### config.mk
export PLATFORM = sky130hd
export DESIGN_NAME = multi_format_pixel_blend
export DESIGN_NICKNAME = d
export VERILOG_FILES = /design/src/rtl/mfpb_pkg.sv /design/src/rtl/mfpb_front.sv /design/src/rtl/mfpb_div_cell.sv /design/src/rtl/multi_format_pixel_blend.sv
export SDC_FILE = /design/constraint.sdc
export NUM_CORES = 2
export LEC_CHECK = 0
export ABC_AREA = 1
export BUFFER_PORTS_ARGS = -buffer_cell sky130_fd_sc_hd__buf_2
export CAP_MARGIN = 10
export CORE_MARGIN = 2
export CORE_UTILIZATION = 60
export DETAILED_ROUTE_END_ITERATION = 12
export PLACE_DENSITY = 0.77
export SLEW_MARGIN = 5
export SYNTH_ARGS = -nofsm -noshare
export SYNTH_HDL_FRONTEND = slang
export SYNTH_SLANG_ARGS = --single-unit
### constraint.sdc
create_clock -name clk -period 11.45 [get_ports clk]
set_input_delay 0.5725 -clock clk [delete_from_list [all_inputs] [get_ports clk]]
set_output_delay 0.5725 -clock clk [all_outputs]
set_load 0.01 [all_outputs]
### src/rtl/mfpb_pkg.sv
// Shared types and constants of the multi-format pixel blend unit.
// No dependencies; imported by the front stage, the divider cell and the top level.
package mfpb_pkg;

    // command codes
    localparam logic [1:0] CMD_BLEND = 2'd0;
    localparam logic [1:0] CMD_COPY  = 2'd1;
    localparam logic [1:0] CMD_READ  = 2'd2;

    // pixel format codes
    localparam logic [1:0] FMT_RGB  = 2'd0;
    localparam logic [1:0] FMT_RGBX = 2'd1;
    localparam logic [1:0] FMT_RGBA = 2'd2;
    localparam logic [1:0] FMT_A    = 2'd3;

    localparam logic [7:0] BYTE_MAX = 8'hff;

    localparam int unsigned NCH    = 3;                  // colour channels through the divider
    localparam int unsigned QUOT_W = 8;                  // quotient bits, one per divider cell
    localparam int unsigned DIV_W  = 9;                  // da + sa
    localparam int unsigned REM_W  = 17;                 // d*da + s*sa
    localparam int unsigned DSH_W  = DIV_W + QUOT_W - 1; // divisor aligned to the top quotient bit

    typedef struct packed {
        logic                             use_div;
        logic [3:0][7:0]                  bytes;
        logic [NCH-1:0][REM_W-1:0]        rem;
        logic [DSH_W-1:0]                 dsh;
        logic [NCH-1:0][QUOT_W-1:0]       quot;
    } mfpb_stage_t;

endpackage

### src/rtl/mfpb_front.sv
// Front stage: decodes command and format, forms the weighted channel sums
// and all results that need no division. Depends on mfpb_pkg.
module mfpb_front (
    input  logic                 clk,
    input  logic                 rst_n,
    input  logic                 up_valid,
    output logic                 up_ready,
    input  logic [1:0]           command,
    input  logic [1:0]           pixel_format,
    input  logic [3:0][7:0]      src,
    input  logic [3:0][7:0]      dst,
    output logic                 dn_valid,
    input  logic                 dn_ready,
    output mfpb_pkg::mfpb_stage_t dn_data
);
    import mfpb_pkg::*;

    logic                  valid_reg;
    mfpb_stage_t           data_reg;
    mfpb_stage_t           data_next;
    logic [7:0]            w_dst;
    logic [7:0]            sa;
    logic [7:0]            da;
    logic [DIV_W-1:0]      wsum;
    logic [DIV_W-1:0]      asum;
    logic [7:0]            asum_sat;
    logic [DIV_W-1:0]      a0sum;
    logic [7:0]            a0sum_sat;
    logic [NCH-1:0][REM_W-1:0] mix;

    assign sa = src[3];
    assign da = dst[3];

    always_comb
    begin
        // RGBA weights the stored colour by its alpha; RGB/RGBX by 255 - source alpha
        w_dst = (pixel_format == FMT_RGBA) ? da : (BYTE_MAX - sa);
        for (int i = 0; i < NCH; i++)
        begin
            mix[i] = {1'b0, 16'(dst[i] * w_dst)} + {1'b0, 16'(src[i] * sa)};
        end
        wsum      = {1'b0, da} + {1'b0, sa};
        asum      = wsum;
        asum_sat  = (asum >= DIV_W'(BYTE_MAX)) ? BYTE_MAX : asum[7:0];
        a0sum     = {1'b0, dst[0]} + {1'b0, sa};
        a0sum_sat = (a0sum >= DIV_W'(BYTE_MAX)) ? BYTE_MAX : a0sum[7:0];

        data_next.use_div = 1'b0;
        data_next.bytes   = dst;
        data_next.rem     = mix;
        data_next.dsh     = {wsum, {(QUOT_W-1){1'b0}}};
        data_next.quot    = '0;

        unique case (command)
            CMD_BLEND:
            begin
                if (pixel_format == FMT_A)
                begin
                    data_next.bytes[0] = a0sum_sat;
                end
                else if (sa != 8'd0)
                begin
                    if (pixel_format == FMT_RGBA)
                    begin
                        if (sa == BYTE_MAX || da == 8'd0)
                        begin
                            data_next.bytes = src;
                        end
                        else
                        begin
                            data_next.use_div  = 1'b1;
                            data_next.bytes[3] = asum_sat;
                        end
                    end
                    else
                    begin
                        for (int i = 0; i < NCH; i++)
                        begin
                            data_next.bytes[i] = (sa == BYTE_MAX) ? src[i] : mix[i][15:8];
                        end
                        if (pixel_format == FMT_RGBX)
                        begin
                            data_next.bytes[3] = BYTE_MAX;
                        end
                    end
                end
            end
            CMD_COPY:
            begin
                case (pixel_format) inside
                    FMT_A:
                    begin
                        data_next.bytes[0] = sa;
                    end
                    FMT_RGB:
                    begin
                        data_next.bytes[2:0] = src[2:0];
                    end
                    FMT_RGBX:
                    begin
                        data_next.bytes = {BYTE_MAX, src[2], src[1], src[0]};
                    end
                    default:
                    begin
                        data_next.bytes = src;
                    end
                endcase
            end
            CMD_READ:
            begin
                case (pixel_format) inside
                    FMT_A:
                    begin
                        data_next.bytes = {dst[0], 8'd0, 8'd0, 8'd0};
                    end
                    FMT_RGB, FMT_RGBX:
                    begin
                        data_next.bytes[3] = BYTE_MAX;
                    end
                    default:
                    begin
                        data_next.bytes = dst;
                    end
                endcase
            end
            default:
            begin
                data_next.bytes = dst;
            end
        endcase
    end

    assign up_ready = !valid_reg || dn_ready;

    always_ff @(posedge clk or negedge rst_n)
    begin
        if (!rst_n)
        begin
            valid_reg <= 1'b0;
        end
        else if (up_ready)
        begin
            valid_reg <= up_valid;
        end
    end

    always_ff @(posedge clk)
    begin
        if (up_ready && up_valid)
        begin
            data_reg <= data_next;
        end
    end

    assign dn_valid = valid_reg;
    assign dn_data  = data_reg;

endmodule

### src/rtl/mfpb_div_cell.sv
// One restoring-division cell: settles one quotient bit of each colour
// channel and hands the partial remainder on. Depends on mfpb_pkg.
module mfpb_div_cell (
    input  logic                  clk,
    input  logic                  rst_n,
    input  logic                  up_valid,
    output logic                  up_ready,
    input  mfpb_pkg::mfpb_stage_t up_data,
    output logic                  dn_valid,
    input  logic                  dn_ready,
    output mfpb_pkg::mfpb_stage_t dn_data
);
    import mfpb_pkg::*;

    logic        valid_reg;
    mfpb_stage_t data_reg;
    mfpb_stage_t data_next;
    logic [REM_W-1:0] dsh_ext;
    logic [NCH-1:0]   fits;

    assign dsh_ext = {{(REM_W-DSH_W){1'b0}}, up_data.dsh};

    always_comb
    begin
        data_next     = up_data;
        data_next.dsh = up_data.dsh >> 1;
        for (int i = 0; i < NCH; i++)
        begin
            fits[i]           = (up_data.rem[i] >= dsh_ext);
            data_next.rem[i]  = fits[i] ? (up_data.rem[i] - dsh_ext) : up_data.rem[i];
            data_next.quot[i] = {up_data.quot[i][QUOT_W-2:0], fits[i]};
        end
    end

    assign up_ready = !valid_reg || dn_ready;

    always_ff @(posedge clk or negedge rst_n)
    begin
        if (!rst_n)
        begin
            valid_reg <= 1'b0;
        end
        else if (up_ready)
        begin
            valid_reg <= up_valid;
        end
    end

    always_ff @(posedge clk)
    begin
        if (up_ready && up_valid)
        begin
            data_reg <= data_next;
        end
    end

    assign dn_valid = valid_reg;
    assign dn_data  = data_reg;

endmodule

### src/rtl/multi_format_pixel_blend.sv
// Top level of the multi-format pixel blend unit: front stage, a chain of
// divider cells and the output register. Depends on mfpb_pkg, mfpb_front, mfpb_div_cell.
//
//  channel | handshake            | payload
//  --------+----------------------+------------------------------------------------
//  in      | in_valid / in_stall  | command, pixel_format, src_red/green/blue/alpha,
//          |                      | dst_byte0..dst_byte3
//  out     | out_valid / out_stall| out_byte0..out_byte3
//
//  One request enters per clock while in_stall is low; out_valid rises once it has passed
//  through ten registers: front stage, eight divider cells (one quotient bit each),
//  output register. Every request travels the full chain.
//  Reset (rst_n low, asynchronous) empties every stage; no payload is cleared.
//  Each stage advances when it is empty or its successor advances, so bubbles
//  close up; in_stall rises only when every stage is full and out_stall holds.
module multi_format_pixel_blend (
    input  logic       clk,
    input  logic       rst_n,
    input  logic       in_valid,
    output logic       in_stall,
    input  logic [1:0] command,
    input  logic [1:0] pixel_format,
    input  logic [7:0] src_red,
    input  logic [7:0] src_green,
    input  logic [7:0] src_blue,
    input  logic [7:0] src_alpha,
    input  logic [7:0] dst_byte0,
    input  logic [7:0] dst_byte1,
    input  logic [7:0] dst_byte2,
    input  logic [7:0] dst_byte3,
    output logic       out_valid,
    input  logic       out_stall,
    output logic [7:0] out_byte0,
    output logic [7:0] out_byte1,
    output logic [7:0] out_byte2,
    output logic [7:0] out_byte3
);
    import mfpb_pkg::*;

    // stage k feeds divider cell k; stage QUOT_W feeds the output register
    mfpb_stage_t stg_data  [0:QUOT_W];
    logic        stg_valid [0:QUOT_W];
    logic        stg_ready [0:QUOT_W];

    logic            front_ready;
    logic            out_valid_reg;
    logic [3:0][7:0] out_bytes_reg;
    logic [3:0][7:0] out_bytes_next;

    mfpb_front u_front (
        .clk          (clk),
        .rst_n        (rst_n),
        .up_valid     (in_valid),
        .up_ready     (front_ready),
        .command      (command),
        .pixel_format (pixel_format),
        .src          ({src_alpha, src_blue, src_green, src_red}),
        .dst          ({dst_byte3, dst_byte2, dst_byte1, dst_byte0}),
        .dn_valid     (stg_valid[0]),
        .dn_ready     (stg_ready[0]),
        .dn_data      (stg_data[0])
    );

    assign in_stall = !front_ready;

    // divider chain: each cell resolves one quotient bit, MSB first
    for (genvar k = 0; k < QUOT_W; k++)
    begin : g_cell
        mfpb_div_cell u_cell (
            .clk      (clk),
            .rst_n    (rst_n),
            .up_valid (stg_valid[k]),
            .up_ready (stg_ready[k]),
            .up_data  (stg_data[k]),
            .dn_valid (stg_valid[k+1]),
            .dn_ready (stg_ready[k+1]),
            .dn_data  (stg_data[k+1])
        );
    end

    // output register: advance when empty or when the consumer takes the result
    assign stg_ready[QUOT_W] = !out_valid_reg || !out_stall;

    always_comb
    begin
        out_bytes_next = stg_data[QUOT_W].bytes;
        if (stg_data[QUOT_W].use_div)
        begin
            // general RGBA blend: colour from the quotients, alpha already saturated
            for (int i = 0; i < NCH; i++)
            begin
                out_bytes_next[i] = stg_data[QUOT_W].quot[i];
            end
        end
    end

    always_ff @(posedge clk or negedge rst_n)
    begin
        if (!rst_n)
        begin
            out_valid_reg <= 1'b0;
        end
        else if (stg_ready[QUOT_W])
        begin
            out_valid_reg <= stg_valid[QUOT_W];
        end
    end

    // hold the payload while stalled, load a new result on advance
    always_ff @(posedge clk)
    begin
        if (stg_ready[QUOT_W] && stg_valid[QUOT_W])
        begin
            out_bytes_reg <= out_bytes_next;
        end
    end

    assign out_valid = out_valid_reg;
    assign out_byte0 = out_bytes_reg[0];
    assign out_byte1 = out_bytes_reg[1];
    assign out_byte2 = out_bytes_reg[2];
    assign out_byte3 = out_bytes_reg[3];

endmodule

==> impl_metrics.json <==
{
  "outcome": "finished clean",
  "worstHoldPathType": "input pin to register",
  "grt_start_max_net_pins": 70,
  "tns_ps": 0,
  "grt_pass1_vias": 41700,
  "syn_inst": 6008,
  "crit_top_cell": "nand2_1",
  "ys.warnings.count": 0,
  "cts-root-buf": "clkbuf_16",
  "grtUsageTotal": 0.303,
  "cts_sinks": 927,
  "largest_register_ffs": 792,
  "ys_dominant_reg_cell": "edfxtp_1",
  "synthToLayoutAreaGrowth_pct": 8.25,
  "drive_gt1_frac": 0.0717,
  "vias_per_cell": 5.60,
  "cpPeakStageDelay_ps": 680,
  "seq_area_frac_synth": 0.467,
  "r2r_slack_ps": 7330,
  "place.gp.congestion": 0.989,
  "worst_hold_path.num_cells": 3,
  "synth_seq_cells": 927,
  "die_area_sq_um": 102000,
  "setup_viol_count_final": 0,
  "fin_crit_sh": 0.684,
  "grt_use_met2": 0.518,
  "rows": 115,
  "coreArea_sq_um": 98300,
  "clkTransAtPathRegs_ps": 70,
  "slowest_stage": "clkinv_1",
  "fin_crit_ps": 7830,
  "start_kind": "input pin",
  "cts_max_level": 3,
  "grt_pass1_wl_mm": 235,
  "hpwl_mm": 114,
  "fillers": 7582,
  "syn_area_sq_um": 59500,
  "whs_endpoint": "out_valid",
  "initial_core_util": 0.605,
  "wl_per_cell_um": 20.2,
  "die_w_um": 319,
  "busiest_layer": "met2",
  "cap_violations": 0,
  "vias": 41800,
  "ios": 106,
  "r2r-end": "u_front.dn_data[45]",
  "reg2regPathDepth": 14,
  "crit_type": "input pin to register",
  "clk_latency_ps": 710,
  "drc": 0,
  "syn_avg_cell_area_sq_um": 9.90,
  "grt_overflow": 0,
  "worstPathRequired_ps": 11890,
  "first_pass_iters": 6,
  "cts_tree": "done",
  "nNetsFinal": 6917,
  "synth_edf_count": 917,
  "antenna_found_initial": 10,
  "grt_use_met3": 0.0577,
  "ant_nets": 0,
  "use_met1": 0.369,
  "hp-start": "out_stall",
  "cp.arrival_ps": 8270,
  "tightest_slew_ps": 1150,
  "async_flop_share": 0.0108,
  "grt_setup_unrepaired": "false",
  "syn-num-nets": 6821,
  "clock.fmax_ghz": 0.128,
  "hold_violations": 0,
  "synth.distinct_cells": 71,
  "r2r_start": "out_valid",
  "die_y_um": 319,
  "clock_skew_ps": 56.9,
  "port-buffer-count": 105,
  "drv_slew": 0,
  "drt-total-wl_mm": 151,
  "clk_path_buf_depth": 3,
  "cp_max_fo": 55,
  "end_kind": "register",
  "relSlewSlack": 0.230,
  "drt_first_iter_violations": 3568,
  "numCtsBuffers": 92
}
==> layer usage <==
layer | share of wire | vias to the layer above
li1 | - | 19900
met5 | 0.00051 | -
met4 | 0.053 | 12
met3 | 0.076 | 432
met2 | 0.49 | 1621
met1 | 0.38 | 19800
==> metrics by stage <==
| stage | hold slack (ps) | instances | worst slack, ps | util | cell area, sq um |
|---|---|---|---|---|---|
| after floorplan | 277 | 6008 | 4680 | - | 59500 |
| after global placement | 401 | 7296 | 3130 | 0.623 | 61200 |
| after detailed placement | 405 | 7296 | 3040 | 0.623 | 61200 |
| after CTS | 93.5 | 7469 | 3780 | 0.655 | 64400 |
| after global routing | 144 | 7469 | 3140 | 0.655 | 64400 |
| final | 126 | 7473 | 3620 | 0.655 | 64400 |
==> cells in the mapped netlist, drive strengths merged (57+ instances only) <==
cell,n,area (sq um)
nor3,77,407
a21oi,363,1850
fa,314,6290
clkbuf,57,219
ha,427,5340
xnor2,85,744
nor2,450,1740
nand2,1251,4750
o21ai,258,1400
edfxtp,917,27500
xor2,114,998
buf,79,477
nand3,232,1190
inv,1078,4050
==> logic make-up after synthesis <==
logic type | Yosys count | synth area share
compound gates | 733 | 0.0696
xor+xnor | 199 | 0.0293
fa+ha+maj | 741 | 0.196
buf+inv | 1225 | 0.0806
flops | 927 | 0.467
mux | 25 | 0.00471
simple gates | 2158 | 0.153
==> worst max-delay path by stage <==
stage | start | endpoint | slack, ps | cells after the start
global placement | pixel_format[1] | u_front.dn_data[105] | 3130 | 32
CTS | pixel_format[1] | u_front.dn_data[105] | 3780 | 31
global route | pixel_format[1] | u_front.dn_data[105] | 3140 | 32
floorplan | out_stall | g_cell[5].u_cell.dn_data[0] | 4680 | 5
detailed placement | pixel_format[1] | u_front.dn_data[105] | 3040 | 31
finish | pixel_format[1] | u_front.dn_data[105] | 3620 | 32
==> placed cells by master (no fill, tap or decap), types with 7 or more instances in the layout <==
| cell type | netlist | final |
|---|---|---|
| fa_1 | 314 | 314 |
| clkinv_1 | 11 | 29 |
| o21ai_1 | 51 | 54 |
| nand3b_1 | 14 | 14 |
| mux2_2 | 24 | 24 |
| nor2_1 | 439 | 436 |
| nand3_1 | 226 | 226 |
| clkinv_2 | 0 | 21 |
| o21bai_1 | 11 | 11 |
| and2_1 | 16 | 16 |
| nor3_1 | 74 | 74 |
| ha_1 | 427 | 427 |
| a21oi_2 | 10 | 10 |
| xnor2_1 | 85 | 85 |
| nand4_1 | 49 | 49 |
| o21ai_0 | 179 | 176 |
| o211ai_1 | 14 | 14 |
| inv_2 | 14 | 15 |
| or2_2 | 29 | 29 |
| a21oi_1 | 353 | 350 |
| inv_1 | 1061 | 1056 |
| nor4_1 | 21 | 21 |
| edfxtp_1 | 917 | 917 |
| xor2_1 | 114 | 114 |
| nand2_2 | 7 | 7 |
| a211oi_1 | 12 | 12 |
| o21ai_2 | 27 | 27 |
| nand2_1 | 1240 | 1240 |
| buf_4 | 13 | 32 |
| nor2_4 | 4 | 7 |
| nor2_2 | 7 | 7 |
| clkbuf_1 | 53 | 13 |
| clkbuf_16 | 0 | 93 |
| dfrtp_1 | 10 | 10 |
| buf_2 | 36 | 105 |
| bufinv_16 | 0 | 10 |
| a31oi_1 | 25 | 25 |
| a21o_1 | 16 | 16 |
==> cell type report <==
type | count | area, sq um | share of cell area
well taps | 1287 | 1610 | 0.0250
inverters | 1089 | 4100 | 0.0637
clock inverters | 66 | 767 | 0.0119
multi-input cells | 3856 | 26900 | 0.418
repair buffers | 138 | 776 | 0.0121
diodes | 4 | 10.0 | 0.000156
flip-flops and latches | 927 | 27800 | 0.432
clock buffers | 106 | 2380 | 0.0369
==> timing repair <==
| action | CTS | global route |
|---|---|---|
| setup buffers | 0 | 0 |
| resized for setup | 0 | 0 |
| hold endpoints to repair | 10 | 0 |
| hold buffers | 1 | 0 |
==> worst max-delay path: cells and delay by family <==
| family | cells | cell delay (ps) |
|---|---|---|
| adder cells (fa/ha/maj) | 7 | 3280 |
| AND/OR/NAND/NOR | 17 | 2700 |
| buffers and inverters | 8 | 1690 |
Power is left out: the tool's default activity adds up to more than one toggle a clock period on the data nets, which glitch-free logic cannot reach.
